**src/rtl/s5hp_pkg.sv**
```systemverilog
`timescale 1ns / 1ps
// Shared types, protocol codes and helpers for the SOCKS5 handshake parser.
// No dependencies; used by every module in rtl/.
package s5hp_pkg;

    localparam logic [7:0] SOCKS_VER      = 8'd5;
    localparam logic [7:0] METHOD_NONE    = 8'd0;
    localparam logic [7:0] METHOD_REFUSED = 8'd255;
    localparam logic [7:0] CMD_CONNECT    = 8'd1;
    localparam logic [7:0] RSV_ZERO       = 8'd0;
    localparam logic [7:0] ATYP_IPV4      = 8'd1;
    localparam logic [7:0] ATYP_HOST      = 8'd3;
    localparam logic [7:0] ATYP_IPV6      = 8'd4;
    localparam logic [7:0] LEN_IPV4       = 8'd4;
    localparam logic [7:0] LEN_IPV6       = 8'd16;

    localparam logic [1:0] EV_REPLY    = 2'd0;
    localparam logic [1:0] EV_ADDR     = 2'd1;
    localparam logic [1:0] EV_COMPLETE = 2'd2;
    localparam logic [1:0] EV_ABORT    = 2'd3;

    localparam logic [1:0] ST_OK     = 2'd0;
    localparam logic [1:0] ST_FAIL   = 2'd1;
    localparam logic [1:0] ST_NO_CMD = 2'd2;

    localparam int QDEPTH = 4;
    localparam int QAW    = 2;

    typedef enum logic [10:0] {
        PH_GVER  = 11'b000_0000_0001,
        PH_NMETH = 11'b000_0000_0010,
        PH_METH  = 11'b000_0000_0100,
        PH_RVER  = 11'b000_0000_1000,
        PH_CMD   = 11'b000_0001_0000,
        PH_RSV   = 11'b000_0010_0000,
        PH_ATYP  = 11'b000_0100_0000,
        PH_HLEN  = 11'b000_1000_0000,
        PH_ADDR  = 11'b001_0000_0000,
        PH_PORT  = 11'b010_0000_0000,
        PH_IDLE  = 11'b100_0000_0000
    } t_phase;

    typedef struct packed {
        logic [1:0]  req_status;
        logic [15:0] port;
        logic [7:0]  addr_type;
        logic [7:0]  command;
        logic [7:0]  addr_span;
        logic [7:0]  addr_index;
        logic [7:0]  data;
    } t_payload;

    typedef struct packed {
        logic       last;
        logic [1:0] event_res;
        t_payload   pl;
    } t_result;

    typedef struct packed {
        t_result    res0;
        t_result    res1;
        logic [1:0] num;
    } t_emit;

    function automatic t_result mk_result(input logic [1:0] ev, input logic [7:0] dat,
                                          input logic [7:0] idx, input logic [7:0] len,
                                          input logic lst);
        t_result r;
        r = '0;
        r.event_res     = ev;
        r.pl.data       = dat;
        r.pl.addr_index = idx;
        r.pl.addr_span  = len;
        r.last          = lst;
        return r;
    endfunction

    function automatic logic [7:0] field_len(input logic [7:0] atyp, input logic [7:0] hlen);
        logic [7:0] l;
        l = 8'd0;
        if (atyp == ATYP_IPV4) begin
            l = LEN_IPV4;
        end else if (atyp == ATYP_IPV6) begin
            l = LEN_IPV6;
        end else if (atyp == ATYP_HOST) begin
            l = hlen;
        end
        return l;
    endfunction

endpackage

```
**src/rtl/s5hp_core.sv**
```systemverilog
`timescale 1ns / 1ps
// Handshake state machine: consumes one registered byte and produces up to
// two result items. Depends on s5hp_pkg.
module s5hp_core (
    input  logic            i_clk,
    input  logic            i_rst_n,
    input  logic            i_en,
    input  logic [7:0]      i_byte,
    input  logic            i_start,
    output s5hp_pkg::t_emit o_emit
);

    s5hp_pkg::t_phase r_phase, n_phase, c_phase;
    logic [8:0]  r_byte_count, n_byte_count, c_byte_count;
    logic [7:0]  r_methods_left, n_methods_left, c_methods_left;
    logic        r_no_auth_seen, n_no_auth_seen, c_no_auth_seen;
    logic [7:0]  r_command_held, n_command_held, c_command_held;
    logic [7:0]  r_type_held, n_type_held, c_type_held;
    logic [7:0]  r_host_length, n_host_length, c_host_length;
    logic [15:0] r_port_held, n_port_held, c_port_held;
    logic [1:0]  r_status_held, n_status_held, c_status_held;
    logic [8:0]  w_cnt_inc;
    logic [7:0]  w_len;
    s5hp_pkg::t_emit w_emit;
    s5hp_pkg::t_result w_done;

    always_comb begin
        if (i_start) begin
            c_phase        = s5hp_pkg::PH_GVER;
            c_byte_count   = '0;
            c_methods_left = '0;
            c_no_auth_seen = 1'b0;
            c_command_held = '0;
            c_type_held    = '0;
            c_host_length  = '0;
            c_port_held    = '0;
            c_status_held  = '0;
        end else begin
            c_phase        = r_phase;
            c_byte_count   = r_byte_count;
            c_methods_left = r_methods_left;
            c_no_auth_seen = r_no_auth_seen;
            c_command_held = r_command_held;
            c_type_held    = r_type_held;
            c_host_length  = r_host_length;
            c_port_held    = r_port_held;
            c_status_held  = r_status_held;
        end
    end

    always_comb begin
        n_phase        = c_phase;
        n_byte_count   = c_byte_count;
        n_methods_left = c_methods_left;
        n_no_auth_seen = c_no_auth_seen;
        n_command_held = c_command_held;
        n_type_held    = c_type_held;
        n_host_length  = c_host_length;
        n_port_held    = c_port_held;
        n_status_held  = c_status_held;
        w_emit         = '0;
        w_cnt_inc      = c_byte_count + 9'd1;
        w_len          = s5hp_pkg::field_len(c_type_held, c_host_length);
        w_done         = '0;
        unique case (c_phase)
            s5hp_pkg::PH_GVER: begin
                if (i_byte != s5hp_pkg::SOCKS_VER) begin
                    n_phase     = s5hp_pkg::PH_IDLE;
                    w_emit.res0 = s5hp_pkg::mk_result(s5hp_pkg::EV_ABORT, 8'd0, 8'd0, 8'd0,
                                                      1'b1);
                    w_emit.num  = 2'd1;
                end else begin
                    n_phase = s5hp_pkg::PH_NMETH;
                end
            end
            s5hp_pkg::PH_NMETH: begin
                n_no_auth_seen = 1'b0;
                n_methods_left = i_byte;
                if (i_byte == 8'd0) begin
                    w_emit.res0 = s5hp_pkg::mk_result(s5hp_pkg::EV_REPLY, s5hp_pkg::SOCKS_VER,
                                                      8'd0, 8'd0, 1'b0);
                    w_emit.res1 = s5hp_pkg::mk_result(s5hp_pkg::EV_REPLY,
                                                      s5hp_pkg::METHOD_REFUSED, 8'd0, 8'd0,
                                                      1'b1);
                    w_emit.num  = 2'd2;
                    n_phase     = s5hp_pkg::PH_IDLE;
                end else begin
                    n_phase = s5hp_pkg::PH_METH;
                end
            end
            s5hp_pkg::PH_METH: begin
                n_no_auth_seen = c_no_auth_seen | (i_byte == s5hp_pkg::METHOD_NONE);
                n_methods_left = c_methods_left - 8'd1;
                if (n_methods_left == 8'd0) begin
                    w_emit.res0 = s5hp_pkg::mk_result(s5hp_pkg::EV_REPLY, s5hp_pkg::SOCKS_VER,
                                                      8'd0, 8'd0, 1'b0);
                    w_emit.res1 = s5hp_pkg::mk_result(s5hp_pkg::EV_REPLY,
                                                      n_no_auth_seen ? s5hp_pkg::METHOD_NONE
                                                                     : s5hp_pkg::METHOD_REFUSED,
                                                      8'd0, 8'd0, 1'b1);
                    w_emit.num  = 2'd2;
                    n_phase     = n_no_auth_seen ? s5hp_pkg::PH_RVER : s5hp_pkg::PH_IDLE;
                end
            end
            s5hp_pkg::PH_RVER: begin
                if (i_byte != s5hp_pkg::SOCKS_VER) begin
                    n_phase     = s5hp_pkg::PH_IDLE;
                    w_emit.res0 = s5hp_pkg::mk_result(s5hp_pkg::EV_ABORT, 8'd0, 8'd0, 8'd0,
                                                      1'b1);
                    w_emit.num  = 2'd1;
                end else begin
                    n_status_held = s5hp_pkg::ST_OK;
                    n_phase       = s5hp_pkg::PH_CMD;
                end
            end
            s5hp_pkg::PH_CMD: begin
                n_command_held = i_byte;
                if (i_byte != s5hp_pkg::CMD_CONNECT) begin
                    n_status_held = s5hp_pkg::ST_NO_CMD;
                end
                n_phase = s5hp_pkg::PH_RSV;
            end
            s5hp_pkg::PH_RSV: begin
                if (i_byte != s5hp_pkg::RSV_ZERO) begin
                    n_status_held = s5hp_pkg::ST_FAIL;
                end
                n_phase = s5hp_pkg::PH_ATYP;
            end
            s5hp_pkg::PH_ATYP: begin
                n_type_held  = i_byte;
                n_byte_count = '0;
                if (i_byte == s5hp_pkg::ATYP_IPV4 || i_byte == s5hp_pkg::ATYP_IPV6) begin
                    n_phase = s5hp_pkg::PH_ADDR;
                end else if (i_byte == s5hp_pkg::ATYP_HOST) begin
                    n_phase = s5hp_pkg::PH_HLEN;
                end else begin
                    n_status_held        = s5hp_pkg::ST_FAIL;
                    n_port_held          = '0;
                    w_done               = s5hp_pkg::mk_result(s5hp_pkg::EV_COMPLETE, 8'd0,
                                                               8'd0, 8'd0, 1'b1);
                    w_done.pl.command    = c_command_held;
                    w_done.pl.addr_type  = i_byte;
                    w_done.pl.port       = '0;
                    w_done.pl.req_status = s5hp_pkg::ST_FAIL;
                    w_emit.res0          = w_done;
                    w_emit.num           = 2'd1;
                    n_phase              = s5hp_pkg::PH_IDLE;
                end
            end
            s5hp_pkg::PH_HLEN: begin
                n_host_length = i_byte;
                n_byte_count  = '0;
                n_phase       = (i_byte == 8'd0) ? s5hp_pkg::PH_PORT : s5hp_pkg::PH_ADDR;
            end
            s5hp_pkg::PH_ADDR: begin
                w_emit.res0 = s5hp_pkg::mk_result(s5hp_pkg::EV_ADDR, i_byte,
                                                  c_byte_count[7:0], w_len, 1'b1);
                w_emit.num  = 2'd1;
                if (w_cnt_inc >= {1'b0, w_len}) begin
                    n_byte_count = '0;
                    n_phase      = s5hp_pkg::PH_PORT;
                end else begin
                    n_byte_count = w_cnt_inc;
                end
            end
            s5hp_pkg::PH_PORT: begin
                if (c_byte_count == 9'd0) begin
                    n_port_held  = {i_byte, 8'd0};
                    n_byte_count = 9'd1;
                end else begin
                    n_port_held          = {c_port_held[15:8], i_byte};
                    n_byte_count         = '0;
                    w_done               = s5hp_pkg::mk_result(s5hp_pkg::EV_COMPLETE, 8'd0,
                                                               8'd0, w_len, 1'b1);
                    w_done.pl.command    = c_command_held;
                    w_done.pl.addr_type  = c_type_held;
                    w_done.pl.port       = {c_port_held[15:8], i_byte};
                    w_done.pl.req_status = c_status_held;
                    w_emit.res0          = w_done;
                    w_emit.num           = 2'd1;
                    n_phase              = s5hp_pkg::PH_IDLE;
                end
            end
            s5hp_pkg::PH_IDLE: begin
                n_phase = s5hp_pkg::PH_IDLE;
            end
            default: begin
                n_phase = s5hp_pkg::PH_IDLE;
            end
        endcase
    end

    always_ff @(posedge i_clk) begin
        if (!i_rst_n) begin
            r_phase        <= s5hp_pkg::PH_GVER;
            r_byte_count   <= '0;
            r_methods_left <= '0;
            r_no_auth_seen <= 1'b0;
            r_command_held <= '0;
            r_type_held    <= '0;
            r_host_length  <= '0;
            r_port_held    <= '0;
            r_status_held  <= '0;
        end else if (i_en) begin
            r_phase        <= n_phase;
            r_byte_count   <= n_byte_count;
            r_methods_left <= n_methods_left;
            r_no_auth_seen <= n_no_auth_seen;
            r_command_held <= n_command_held;
            r_type_held    <= n_type_held;
            r_host_length  <= n_host_length;
            r_port_held    <= n_port_held;
            r_status_held  <= n_status_held;
        end
    end

    assign o_emit = w_emit;

endmodule

```
**src/rtl/s5hp_result_queue.sv**
```systemverilog
`timescale 1ns / 1ps
// Four-entry result queue: takes up to two results a cycle, hands out one.
// Depends on s5hp_pkg.
module s5hp_result_queue (
    input  logic              i_clk,
    input  logic              i_rst_n,
    input  logic              i_push,
    input  s5hp_pkg::t_emit   i_emit,
    output logic              o_room,
    output logic              o_valid,
    input  logic              i_pop,
    output s5hp_pkg::t_result o_head
);

    s5hp_pkg::t_result r_mem [s5hp_pkg::QDEPTH];
    logic [s5hp_pkg::QAW-1:0] r_wptr, n_wptr, r_rptr;
    logic [s5hp_pkg::QAW:0]   r_count, n_count, w_after_pop;
    logic                     w_pop;
    logic [1:0]               w_num;

    assign w_pop       = i_pop && (r_count != '0);
    assign w_after_pop = r_count - {{s5hp_pkg::QAW{1'b0}}, w_pop};
    assign o_room      = w_after_pop <= (s5hp_pkg::QAW + 1)'(s5hp_pkg::QDEPTH - 2);
    assign w_num       = i_push ? i_emit.num : 2'd0;
    assign n_wptr      = r_wptr + s5hp_pkg::QAW'(w_num);
    assign n_count     = w_after_pop + (s5hp_pkg::QAW + 1)'(w_num);

    always_ff @(posedge i_clk) begin
        if (w_num != 2'd0) begin
            r_mem[r_wptr] <= i_emit.res0;
        end
        if (w_num == 2'd2) begin
            r_mem[r_wptr + s5hp_pkg::QAW'(1)] <= i_emit.res1;
        end
    end

    always_ff @(posedge i_clk) begin
        if (!i_rst_n) begin
            r_wptr  <= '0;
            r_rptr  <= '0;
            r_count <= '0;
        end else begin
            r_wptr  <= n_wptr;
            r_count <= n_count;
            if (w_pop) begin
                r_rptr <= r_rptr + s5hp_pkg::QAW'(1);
            end
        end
    end

    assign o_valid = r_count != '0;
    assign o_head  = r_mem[r_rptr];

endmodule

```
**src/rtl/socks5_handshake_parser_unit.sv**
```systemverilog
`timescale 1ns / 1ps
// Top level of the SOCKS5 server handshake parser.
// Depends on s5hp_pkg, s5hp_core and s5hp_result_queue.
//
// Usage:
//   Slave channel: one client byte per transaction on s_axis_tdata; s_axis_tuser
//   is high on the first byte of a new connection and clears all parse state.
//   Master channel: result items. m_axis_tuser carries the event kind (reply
//   byte, address byte, request complete, protocol abort); m_axis_tlast marks
//   the last result caused by one input byte.
//   Datapath: a byte in the input register is parsed combinationally by the
//   core and its results are written into the result queue, which offers them
//   on m_axis. Throughput: one byte per cycle while the queue has room; the
//   single output port hands out results one at a time, so bytes that produce
//   two results (the method reply) are absorbed by the four-entry result queue.
//   Reset (i_rst_n low, synchronous): parser returns to the greeting version
//   state, input register and queue empty.
//   Stall: when m_axis_tready is low the queue fills; s_axis_tready drops while
//   a byte waits in the input register and the queue cannot take two more
//   results, and no result is lost.
module socks5_handshake_parser_unit (
    input  logic        i_clk,
    input  logic        i_rst_n,
    input  logic        s_axis_tvalid,
    output logic        s_axis_tready,
    input  logic [7:0]  s_axis_tdata,   // [7:0] in_byte
    input  logic        s_axis_tuser,   // [0] conn_start
    output logic        m_axis_tvalid,
    input  logic        m_axis_tready,
    output logic [63:0] m_axis_tdata,   // [7:0] data, [15:8] addr_index, [23:16] addr_span,
                                        // [31:24] command, [39:32] addr_type,
                                        // [55:40] port, [57:56] req_status, [63:58] zero
    output logic [1:0]  m_axis_tuser,   // [1:0] event_res
    output logic        m_axis_tlast
);

    logic              r_in_valid;
    logic [7:0]        r_in_byte;
    logic              r_in_start;
    logic              w_room;
    logic              w_proc;
    s5hp_pkg::t_emit   w_emit;
    s5hp_pkg::t_result w_head;

    assign w_proc        = r_in_valid && w_room;
    assign s_axis_tready = !r_in_valid || w_proc;

    always_ff @(posedge i_clk) begin
        if (!i_rst_n) begin
            r_in_valid <= 1'b0;
        end else if (s_axis_tready) begin
            r_in_valid <= s_axis_tvalid;
        end
    end

    always_ff @(posedge i_clk) begin
        if (s_axis_tready && s_axis_tvalid) begin
            r_in_byte  <= s_axis_tdata;
            r_in_start <= s_axis_tuser;
        end
    end

    s5hp_core u_core (
        .i_clk   (i_clk),
        .i_rst_n (i_rst_n),
        .i_en    (w_proc),
        .i_byte  (r_in_byte),
        .i_start (r_in_start),
        .o_emit  (w_emit)
    );

    s5hp_result_queue u_queue (
        .i_clk   (i_clk),
        .i_rst_n (i_rst_n),
        .i_push  (w_proc),
        .i_emit  (w_emit),
        .o_room  (w_room),
        .o_valid (m_axis_tvalid),
        .i_pop   (m_axis_tready),
        .o_head  (w_head)
    );

    assign m_axis_tdata = {6'd0, w_head.pl};
    assign m_axis_tuser = w_head.event_res;
    assign m_axis_tlast = w_head.last;

endmodule
```
**config.mk**
```make
export PLATFORM = sky130hd
export DESIGN_NAME = socks5_handshake_parser_unit
export DESIGN_NICKNAME = d
export VERILOG_FILES = /design/src/rtl/s5hp_pkg.sv /design/src/rtl/s5hp_core.sv /design/src/rtl/s5hp_result_queue.sv /design/src/rtl/socks5_handshake_parser_unit.sv
export SDC_FILE = /design/constraint.sdc
export NUM_CORES = 1
export LEC_CHECK = 0
export ABC_AREA = 1
export BUFFER_PORTS_ARGS = -buffer_cell sky130_fd_sc_hd__buf_2
export CORE_MARGIN = 2
export CORE_UTILIZATION = 45
export DETAILED_ROUTE_END_ITERATION = 8
export PLACE_DENSITY = 0.72
export SLEW_MARGIN = 20
export SYNTH_ARGS = -nofsm -noshare
export SYNTH_HDL_FRONTEND = slang
export SYNTH_HIERARCHICAL = 1
export SYNTH_SLANG_ARGS = --single-unit
```
**constraint.sdc**
```tcl
create_clock -name i_clk -period 9.3 [get_ports i_clk]
set_clock_uncertainty 0.05 [all_clocks]
set_input_delay 0.465 -clock i_clk [delete_from_list [all_inputs] [get_ports i_clk]]
set_output_delay 0.465 -clock i_clk [all_outputs]
set_load 0.02 [all_outputs]
```
---- Word-level counts from Yosys, hierarchy flattened ----
Memories as Yosys holds them, arrays and structs flattened. A register that Yosys moved wholly into a read port is not among the register bits.
Cells that the tools add are included.
Widths: inputs -> output; s select.
operators by class
  $add $sub $neg .......................... 7
  $lt $le $gt $ge ......................... 2
  equality and inequality tests ........... 19
  muxes and demuxes ....................... 62
  bitwise gates (word level) .............. 1
  reduce and logical (&&, ||, !) cells .... 14
operator list
  operator              count
  $pmux 61 s6           1
  $mux 61               4
  $mux 66               2
  $pmux 61 s2           1
  $mux 11               10
  $pmux 11 s10          1
  $mux 8                11
  $mux 16               4
  $pmux 16 s2           1
  $pmux 9 s3            1
  $mux 2                10
  $mux 9                2
  $eq 8x1->1 const B    2
  $eq 8x2->1 const B    2
  $eq 8x3->1 const B    2
  $logic_not 8->1       2
  $pmux 8 s2            1
  $pmux 2 s6            1
  $eq 11x1->1 const B   1
  $eq 11x10->1 const B  1
  $eq 11x2->1 const B   1
  $eq 11x3->1 const B   1
  $eq 11x4->1 const B   1
  $eq 11x5->1 const B   1
  other kinds (28)      41
storage, ports and cells
  flip-flop bits (word level) ............. 88
  bits in writable memories ............... 244
  bits of input ports ..................... 13
  word-level logic and storage cells ...... 121
  memories kept ........................... 1
memory list
  memory         depth  bits a word  read ports  clocked after memory_dff  write ports  RTL line                 text
  u_queue.r_mem  4      61           1           1                         2            s5hp_result_queue.sv:15  s5hp_pkg::t_result r_mem [s5hp_pkg::QDEPTH];

---- Depth between registers and ports, before layout ----
Gate-level depths: netlist of run 1.
  depth after elaboration ................. 9
  depth in mapped cells ................... 24
  mapped depth without buffers ............ 22

---- Modules after synthesis ----
The synthesis of run 1 kept the hierarchy.
by module, submodules not included
  module                        instances  cells each  area each (um^2)  sequential area each (um^2)
  s5hp_result_queue             1          1268        12480.7           7507.2
  s5hp_core                     1          826         5302.6            1261.2
  socks5_handshake_parser_unit  1          25          377.9             290.3

---- Worst setup path before layout of run 1 ----
No wires, ideal clock.
  path kind ............................... flip-flop to flip-flop
  start ................................... reg r_in_start
  end ..................................... mem u_queue/r_mem[2][0] (netlist bit) (enable)
  arrival time ............................ 3.563 ns
  required time ........................... 8.582 ns
  slack ................................... 5.020 ns
  cell stages (with the launch flop) ...... 16
  buffers on the path ..................... 3
  period minus slack after synthesis ...... 4.280 ns
  cell sequence ........................... edfxtp_1 buf_6 clkbuf_1 nor2_1 inv_1 ha_1 and3_1 nand2_1 nand2_2 nand2_1 clkinv_1 nand3_1 nor2_8 nand2_4 clkbuf_1 nand2_1
RTL lines
  item                      RTL line                            text
  start: declaration        socks5_handshake_parser_unit.sv:39  logic r_in_start;
  start signal: assignment  socks5_handshake_parser_unit.sv:59  r_in_start <= s_axis_tuser;
  end: declaration          s5hp_result_queue.sv:15

==> results_dict.tcl, run 1 <==
set metrics [dict create \
    syn_inst 2119 \
    drt-total-wl_um 47500 \
    clkSlewWorstSetupHoldPaths_ns 0.05 \
    slew_violations 0 \
    min_period_ns 5.09 \
    tightest_slew_ns 1.00 \
    cpPeakStageDelay_ns 0.72 \
    grt_pass1_vias 13900 \
    synth_fa_ha_area_share_pct 1.21 \
    end_kind "flop" \
    vias_per_cell 5.49 \
    multi_input_area_um2 7300 \
    cts_sinks 326 \
    fmax_mhz 196 \
    utilization_pct 48.7 \
    routabilityCongestion 0.913 \
    rsz0062_at_grt "false" \
    drt-wirelength-per-cell_um 17.8 \
    initial_core_util_pct 45.6 \
    cpMostUsedCell "nand2_2" \
    critPathBufInv 6 \
    dr.pass1.iters 6 \
    hp-class "in -> reg" \
    cts_hold_buf 0 \
    relSlewSlack_pct 33.1 \
    synth_top_family_by_area "compound AO/OA/AOI/OAI gates" \
    cp.required_ns 9.41 \
    worst-path-max-fanout 67 \
    mostFrequentLayoutCells "nand2_1 (422), edfxtp_1 (253), nor2_1 (234)" \
    drive_gt1_share_pct 12.8 \
    antenna_found_initial 1 \
    p_leak_nw 7.24 \
    grt_max_degree 117 \
    hold_violations 0 \
    cts_buffers 36 \
    finalSetupViolations 0 \
    cts.path.max_buffers 3 \
    n_fill_cell 3714 \
    dr_total_vias 14700 \
    peakVddDrop_v 0.000113 \
    cts_tree "done" \
    regArea_um2 9060 \
    max-cap-violations 0 \
    antenna_cells 0 \
    grtUsageTotal_pct 22.6 \
    die_h_um 205 \
    drt_iter0_markers 1616 \
    path_delay_family "simple AND/OR/NAND/NOR gates" \
    drc 0 \
    p_per_area_nw_per_um2 242 \
    worstSkewPairLatency_ns 0.55 \
    synthFlopType "edfxtp_1" \
    hpwl_um 29500 \
    crit_chain "buf_4 > inv_6 > nand2_1 > nand2_1 > inv_2 > nand2_2 > nor2_4 > nand2_2 > inv_2 > nand2_2 > nand2_1 > clkinv_1 > nand3_1 > nor2_8 > nand2_4 > nand2_2 > buf_4" \
    postCtsSetupBuffers 0 \
    synth_area_per_cell_um2 8.57 \
    ys_types 57 \
    synth.area.mux_share_pct 0 \
    fin_crit_sh_pct 54.7 \
    critPathKind "reg -> reg" \
    outcome "completed" \
    grt_first_pass_wirelength_um 74600 \
    async_flop_share_pct 0 \
    startpoint_type "flop" \
    die_w_um 205 \
    numPortBuffers 75 \
    pin_count 82 \
    final_antenna_net_count 0 \
    synth_seq_area_share_pct 49.9 \
    rows 73 \
    fin_tns_setup_ns 0 \
    synth_compound_gate_area_share_pct 18.8 \
    final_net_count 2145 \
    synth_area_um2 18200 \
    final_common_cell "nand2_1" \
    ys_ff_latch 326 \
    yosysWarnings 6 \
    cts_resized 0 \
    core-area_um2 39800 \
    worst_path_max_delay_cell "buf_4" \
    synth-xor-area-share_pct 0.338 \
    synth-simple-area-share_pct 18.6 \
    die-area_um2 42000 \
    htree_levels 2 \
    cts_root_buf "clkbuf_16" \
    synth_edf_count 253 \
    hold_slack_ns 0.0639 \
    gr-total-overflow 0 \
    cp_data_arrival_time_ns 5.20 \
    syn_to_final_growth_pct 6.70 \
]
## power breakdown
| part | internal, mW | leakage (nW) | switching, mW |
|---|---|---|---|
| registers | 1.79 | 2.91 | 0.110 |
| logic | 0.414 | 3.80 | 1.03 |
| clock network | 0.761 | 0.536 | 0.586 |
## layout make-up
type | instances | area share (%)
flip-flops and latches | 326 | 46.8
multi-input cells | 1465 | 37.7
clock buffers | 49 | 4.95
inverters | 193 | 3.78
well taps | 525 | 3.39
repair buffers | 93 | 2.69
clock inverters | 17 | 0.723
## cells in the mapped netlist, types with 3 or more instances
| master | number | area [µm²] |
|---|---|---|
| nand2_1 | 426 | 1600 |
| edfxtp_1 | 253 | 7600 |
| nor2_1 | 234 | 878 |
| o21ai_1 | 204 | 1020 |
| o21ai_0 | 180 | 901 |
| inv_1 | 175 | 657 |
| dfxtp_1 | 73 | 1460 |
| buf_4 | 68 | 510 |
| o22ai_1 | 66 | 413 |
| a21oi_1 | 65 | 325 |
| clkbuf_1 | 60 | 225 |
| o21ai_2 | 45 | 394 |
| buf_6 | 36 | 405 |
| nand3_1 | 35 | 175 |
| buf_2 | 22 | 110 |
| nand2_2 | 18 | 113 |
| ha_1 | 16 | 200 |
| o211ai_1 | 14 | 105 |
| inv_2 | 13 | 48.8 |
| nor2_4 | 12 | 135 |
| nand2_4 | 10 | 113 |
| nor3_1 | 10 | 50.1 |
| o221ai_1 | 10 | 87.6 |
| nor2_2 | 8 | 50.1 |
| a31oi_1 | 6 | 37.5 |
| nand4_1 | 5 | 31.3 |
| xor2_1 | 5 | 43.8 |
| nor3b_2 | 4 | 50.1 |
| clkinv_1 | 3 | 11.3 |
| o21bai_1 | 3 | 22.5 |
## logic make-up after synthesis
kind of cell             after synthesis
AO/OA/AOI/OAI                        605
XOR/XNOR                               7
adder cells (fa/ha/maj)               17
buffers and inverters                384
flip-flops                           326
other                                  2
AND/OR/NAND/NOR                      778
## state kept, by name, indices dropped and copies added, names as in the netlist, 3 cells and up, named ones only
signal,flops
u_core/r_byte_count,9
u_core/r_host_length,8
u_core/r_phase,11
u_core/r_port_held,8
u_queue/r_count,3
u_queue/r_mem,244
r_in_byte,8
u_core/r_type_held,8
u_core/r_methods_left,8
u_core/r_command_held,8
## layer usage
layer	vias to the layer above	global-route usage, %	share of wire [%]
li1	7076	-	-
met1	6937	29.7	42
met2	548	37.8	48
met3	95	3.40	7.3
met4	0	8.04	2.8
met5	-	0	0
## final timing paths
kind	from	to	slack [ns]	cells after the start
worst max-delay path	r_in_start	u_queue/r_mem[1][8]	4.21	17
worst min-delay path	s_axis_tuser	r_in_start	0.06	1
worst max register to register	r_in_start	u_queue/r_mem[1][8]	4.21	17
worst min register to register	u_core/r_phase[6]	u_core/r_phase[6]	0.42	2
## worst register-to-register path: stages (launching register included)
cell	delay, ns
edfxtp_1	0.35
buf_4	0.26
inv_6	0.41
nand2_1	0.14
nand2_1	0.11
inv_2	0.05
nand2_2	0.12
nor2_4	0.06
nand2_2	0.12
inv_2	0.05
nand2_2	0.43
nand2_1	0.16
clkinv_1	0.20
nand3_1	0.32
nor2_8	0.29
nand2_4	0.43
nand2_2	0.40
buf_4	0.72
## through the flow
stage | std cells | worst slack [ns] | cell area, µm² | power, mW
6_report | 2668 | 4.21 | 19400 | 4.69
5_1_grt | 2668 | 3.88 | 19400 | 4.94
4_1_cts | 2668 | 4.23 | 19400 | 4.71
3_5_place_dp | 2602 | 4.24 | 18300 | 3.37
3_3_place_gp | 2602 | 4.35 | 18300 | 3.33
2_1_floorplan | 2175 | 5.02 | 18400 | 2.94
(Power assumes the default switching activity.)
==> run 2: changes to the inputs <==
clock period = 4.9 ns   (was 9.3 ns; I/O delays follow)
==> run 2 against run 1 <==
  * Sequential cell count did not move
  * Non-clock buffer count grew 20
  * Setup slack lost 3.6 ns
  * Combinational power increased by 90%
  * First-iteration DRC count down 19%
  * Sequential power grew 90%
  * Total power is 93% higher
  * Critical path depth shrank 2
  * Global-route usage decreased by 0.43 points
  * Cell count increased by 0.67%
  * Register-to-register slack worse by 3.6 ns
  * Via count about the same
  * Highest routed layer unchanged
==> results_dict.tcl, run 2 (synthesis results as in run 1) <==
set metrics [dict create \
    total_power_mw 9.08 \
    antenna_cells 0 \
    dr.pass1.iters 7 \
    peakVddDrop_v 0.000268 \
    clkSlewWorstSetupHoldPaths_ns 0.06 \
    mostFrequentLayoutCells "nand2_1 (422), edfxtp_1 (253), nor2_1 (234)" \
    grtUsageMet2_pct 38.4 \
    dr_total_vias 14700 \
    gr-total-overflow 0 \
    drt-total-wl_um 45700 \
    path_delay_family "simple AND/OR/NAND/NOR gates" \
    cts_resized 0 \
    place_area_um2 18400 \
    dp_cells 2611 \
    syn_to_final_growth_pct 8.55 \
    cts_buffers 36 \
    largest_reg_flops 244 \
    vias_per_cell 5.45 \
    rsz0062_at_grt "false" \
    end_kind "flop" \
    htree_levels 2 \
    top_register "u_queue/r_mem" \
    slew_violations 0 \
    p_leak_nw 7.38 \
    hp-class "in -> reg" \
    grt_first_pass_wirelength_um 72900 \
    hold_violations 0 \
    drc 0 \
    fmax_mhz 230 \
    top_regs "u_queue/r_mem x244, u_core/r_phase x11, u_core/r_byte_count x9" \
    numPortBuffers 75 \
    setup_slack_ns 0.561 \
    drt_iter0_markers 1306 \
    finalSetupViolations 0 \
    final_common_cell "nand2_1" \
    startpoint_type "flop" \
    core-area_um2 39800 \
    grt.busiest_layer "met2" \
    die_h_um 205 \
    grtUsageTotal_pct 22.1 \
    fin_tns_setup_ns 0 \
    grt_max_degree 111 \
    stdcell_area_um2 19700 \
    drive_gt1_share_pct 13.4 \
    die_w_um 205 \
    grt_pass1_vias 13900 \
    max-cap-violations 0 \
    relSlewSlack_pct 37.4 \
    cts_sinks 326 \
    dp_worst_setup_slack_ns 0.681 \
    cts.path.max_buffers 3 \
    fin_crit_sh_pct 88.5 \
    crit_chain "inv_6 > nand2_2 > nand2_2 > nor2_4 > nand3_4 > nor2_8 > nand2_1 > nand2_1 > clkinv_1 > nand3_1 > nor2_8 > nand2_4 > buf_4 > nand2_1 > o21ai_2" \
    final_antenna_net_count 0 \
    drt-wirelength-per-cell_um 17.0 \
    p_per_area_nw_per_um2 461 \
    worst-path-max-fanout 68 \
    worstSkewPairLatency_ns 0.52 \
    grt_use_met3_pct 3.79 \
    n_fill_cell 3653 \
    outcome "completed" \
    min_period_ns 4.34 \
    cts_root_buf "clkbuf_16" \
    initial_core_util_pct 45.6 \
    critPathBufInv 3 \
    hpwl_um 29000 \
    cp.required_ns 5.21 \
    tightest_slew_ns 0.939 \
    stdcell_count 2686 \
    cp_data_arrival_time_ns 4.65 \
    rows 73 \
    met1_usage_pct 27.3 \
    cts_tree "done" \
    pin_count 82 \
    final_net_count 2165 \
    cpMostUsedCell "nand2_1" \
    die-area_um2 42000 \
    critPathKind "reg -> reg" \
    antenna_found_initial 0 \
    routabilityCongestion 0.893 \
    worst_path_max_delay_cell "edfxtp_1" \
    cpPeakStageDelay_ns 0.80 \
]
[run 2: cell types whose count changed in the layout (fill, tap and decap cells not counted), sizes merged]
cell         before  now
bufinv            1    4
buf              93  102
dlygate4sd3       0   11
clkinvlp          1    5
clkinv           16   14
inv             192  190
clkbuf           49   44
[run 2: worst paths after layout]
| path | startpoint | endpoint | slack [ns] | cells after the start |
|---|---|---|---|---|
| setup / recovery | r_in_start | u_queue/r_mem[0][29] | 0.56 | 15 |
| hold / removal | i_rst_n | u_core/r_phase[0] | 0.27 | 3 |
| setup reg to reg | r_in_start | u_queue/r_mem[0][29] | 0.56 | 15 |
| hold reg to reg | u_core/r_phase[7] | u_core/r_phase[7] | 0.42 | 2 |
[run 2: metrics by stage]
step | hold slack [ns] | util (%)
floorplan | 0.288 | -
global placement | 0.378 | 46.2
detailed placement | 0.385 | 46.2
CTS | 0.265 | 49.5
global route | 0.299 | 49.5
finish | 0.267 | 49.5
[run 2: what timing repair did]
action / in CTS / in global routing
hold buffers: 11 / 0
hold endpoints to repair: 12 / 0
buffers inserted: 0 / 0
[run 2: where the power goes]
| part | switching [mW] | internal, mW |
|---|---|---|
| sequential | 0.216 | 3.40 |
| clock | 1.08 | 1.64 |
| combinational | 1.93 | 0.818 |
[run 2: layout make-up]
type | count | area (µm²) | share of cell area, %
tap | 525 | 657 | 3.33
inverter | 193 | 733 | 3.72
multi-input combinational | 1465 | 7300 | 37.0
sequential | 326 | 9060 | 46.0
timing repair buffer | 113 | 763 | 3.87
clock inverter | 20 | 211 | 1.07
clock buffer | 44 | 983 | 4.99
[run 2: routing by layer]
metal,vias to the layer above,wire length [µm]
met5,-,0
met4,0,1470
met3,108,3730
met2,591,22700
met1,6848,17900
li1,7105,-
[run 2: worst min-delay path: stages]
cell,delay [ns]
buf_2,0.10
buf_4,0.29
nand2_1,0.14
==> run 3: changes to the inputs <==
CORE_ASPECT_RATIO = 0.9   (was unset)
==> run 3 against run 2 <==
  * Combinational power about the same
  * Global-route usage about the same
  * Wire length rose by 3.1%
  * Count of clock-buffer cells in the layout increased by 3
  * Die area about the same
  * Sequential cell count stayed put
==> results_dict.tcl, run 3 (synthesis results as in run 1) <==
set metrics [dict create \
    grtUsageTotal_pct 22.1 \
    clkSlewWorstSetupHoldPaths_ns 0.06 \
    postCtsSetupBuffers 0 \
    drt-wirelength-per-cell_um 17.5 \
    mostFrequentLayoutCells "nand2_1 (422), edfxtp_1 (253), nor2_1 (234)" \
    fin_tns_setup_ns 0 \
    top_regs "u_queue/r_mem x244, u_core/r_phase x11, u_core/r_byte_count x9" \
    stdcell_count 2699 \
    die_w_um 216 \
    dr_total_vias 14800 \
    cts_buffers 37 \
    top_register "u_queue/r_mem" \
    peakVddDrop_v 0.000284 \
    drt_iter0_markers 1545 \
    dp_cells 2623 \
    fmax_mhz 230 \
    cts_sinks 326 \
    cp.required_ns 5.21 \
    regArea_um2 9060 \
    routabilityCongestion 0.899 \
    cts.path.max_buffers 3 \
    gr-total-overflow 0 \
    final_net_count 2171 \
    cpMostUsedCell "nand2_1" \
    rsz0062_at_grt "false" \
    hold_violations 0 \
    end_kind "flop" \
    crit_chain "inv_6 > nand2_2 > nand2_2 > nor2_4 > nand3_4 > nor2_8 > nand2_1 > nand2_1 > clkinv_1 > nand3_1 > nor2_8 > nand2_4 > buf_4 > buf_6 > nand2_1 > o21ai_1" \
    drc 0 \
    p_per_area_nw_per_um2 456 \
    die_h_um 195 \
    htree_levels 2 \
    initial_core_util_pct 45.8 \
    critPathBufInv 4 \
    antenna_found_initial 0 \
    dr.pass1.iters 6 \
    n_fill_cell 3585 \
    worstSkewPairLatency_ns 0.53 \
    finalSetupViolations 0 \
    path_delay_family "simple AND/OR/NAND/NOR gates" \
    hpwl_um 29700 \
    startpoint_type "flop" \
    final_antenna_net_count 0 \
    final_common_cell "nand2_1" \
    drive_gt1_share_pct 13.2 \
    die-area_um2 42000 \
    vias_per_cell 5.48 \
    grt_first_pass_wirelength_um 74700 \
    multi_input_area_um2 7300 \
    drt-total-wl_um 47200 \
    rows 69 \
    core-area_um2 39600 \
    p_leak_nw 7.38 \
    cts_tree "done" \
    worst_path_max_delay_cell "edfxtp_1" \
    numPortBuffers 75 \
    critPathKind "reg -> reg" \
    slew_violations 0 \
    cpPeakStageDelay_ns 0.60 \
    grt_max_degree 87 \
    grt_pass1_vias 13800 \
    tightest_slew_ns 0.784 \
    max-cap-violations 0 \
    cp_data_arrival_time_ns 4.65 \
    syn_to_final_growth_pct 8.34 \
    cts_root_buf "clkbuf_16" \
    hp-class "in -> reg" \
    min_period_ns 4.34 \
    fin_crit_sh_pct 88.6 \
    antenna_cells 0 \
    worst-path-max-fanout 86 \
    relSlewSlack_pct 47.7 \
    pin_count 82 \
    outcome "completed" \
    largest_reg_flops 244 \
]
## run 3: power by group
group | switching (mW) | internal, mW | leakage, nW
clock | 1.08 | 1.53 | 0.548
combinational | 1.94 | 0.809 | 3.92
sequential | 0.219 | 3.40 | 2.91
total | 3.24 | 5.73 | 7.38
## run 3: layout make-up
type                       instances  share of cell area (%)
tap                              532                    3.38
multi-input combinational       1465                    37.1
inverter                         193                    3.73
timing repair buffer             118                    3.96
clock buffer                      47                    5.00
clock inverter                    18                   0.744
sequential                       326                    46.1
## run 3: worst paths after layout
path	endpoint	slack, ns	cells after the start	startpoint
setup / recovery	u_queue/r_mem[3][6]	0.56	16	r_in_start
hold / removal	u_core/r_phase[0]	0.23	3	i_rst_n
hold reg to reg	u_core/r_phase[7]	0.42	2	u_core/r_phase[7]
setup reg to reg	u_queue/r_mem[3][6]	0.56	16	r_in_start
## run 3: per-stage QoR
stage | power, mW | instance area (µm²) | worst slack, ns | utilization [%] | hold WS, ns
after floorplan | 5.58 | 18400 | 0.620 | - | 0.288
after global placement | 6.35 | 18400 | 0.688 | 46.5 | 0.376
after detailed placement | 6.41 | 18400 | 0.472 | 46.5 | 0.373
after CTS | 9.02 | 19700 | 0.433 | 49.6 | 0.246
after global routing | 9.43 | 19700 | 0.245 | 49.7 | 0.294
final | 8.98 | 19700 | 0.557 | 49.7 | 0.228
## run 3: layer usage
| metal | vias to the layer above | wire (µm) | share of wire (%) | GRT usage (%) |
|---|---|---|---|---|
| met5 | - | 0 | 0 | 0 |
| met3 | 80 | 3820 | 8.1 | 2.64 |
| met2 | 556 | 22100 | 47 | 35.9 |
| li1 | 7114 | - | - | - |
| met4 | 0 | 1150 | 2.4 | 7.15 |
| met1 | 7040 | 20100 | 43 | 30.8 |
## run 3: tightest hold or removal path, delay by kind of cell
family,cells,cell delay (ns)
simple gates,1,0.13
buf+inv,2,0.39
## run 3: what timing repair did
action,in CTS,in global routing
endpoints found under the setup margin,0,4
hold buffers,11,0
resized for setup,0,1
hold endpoints to repair,12,0
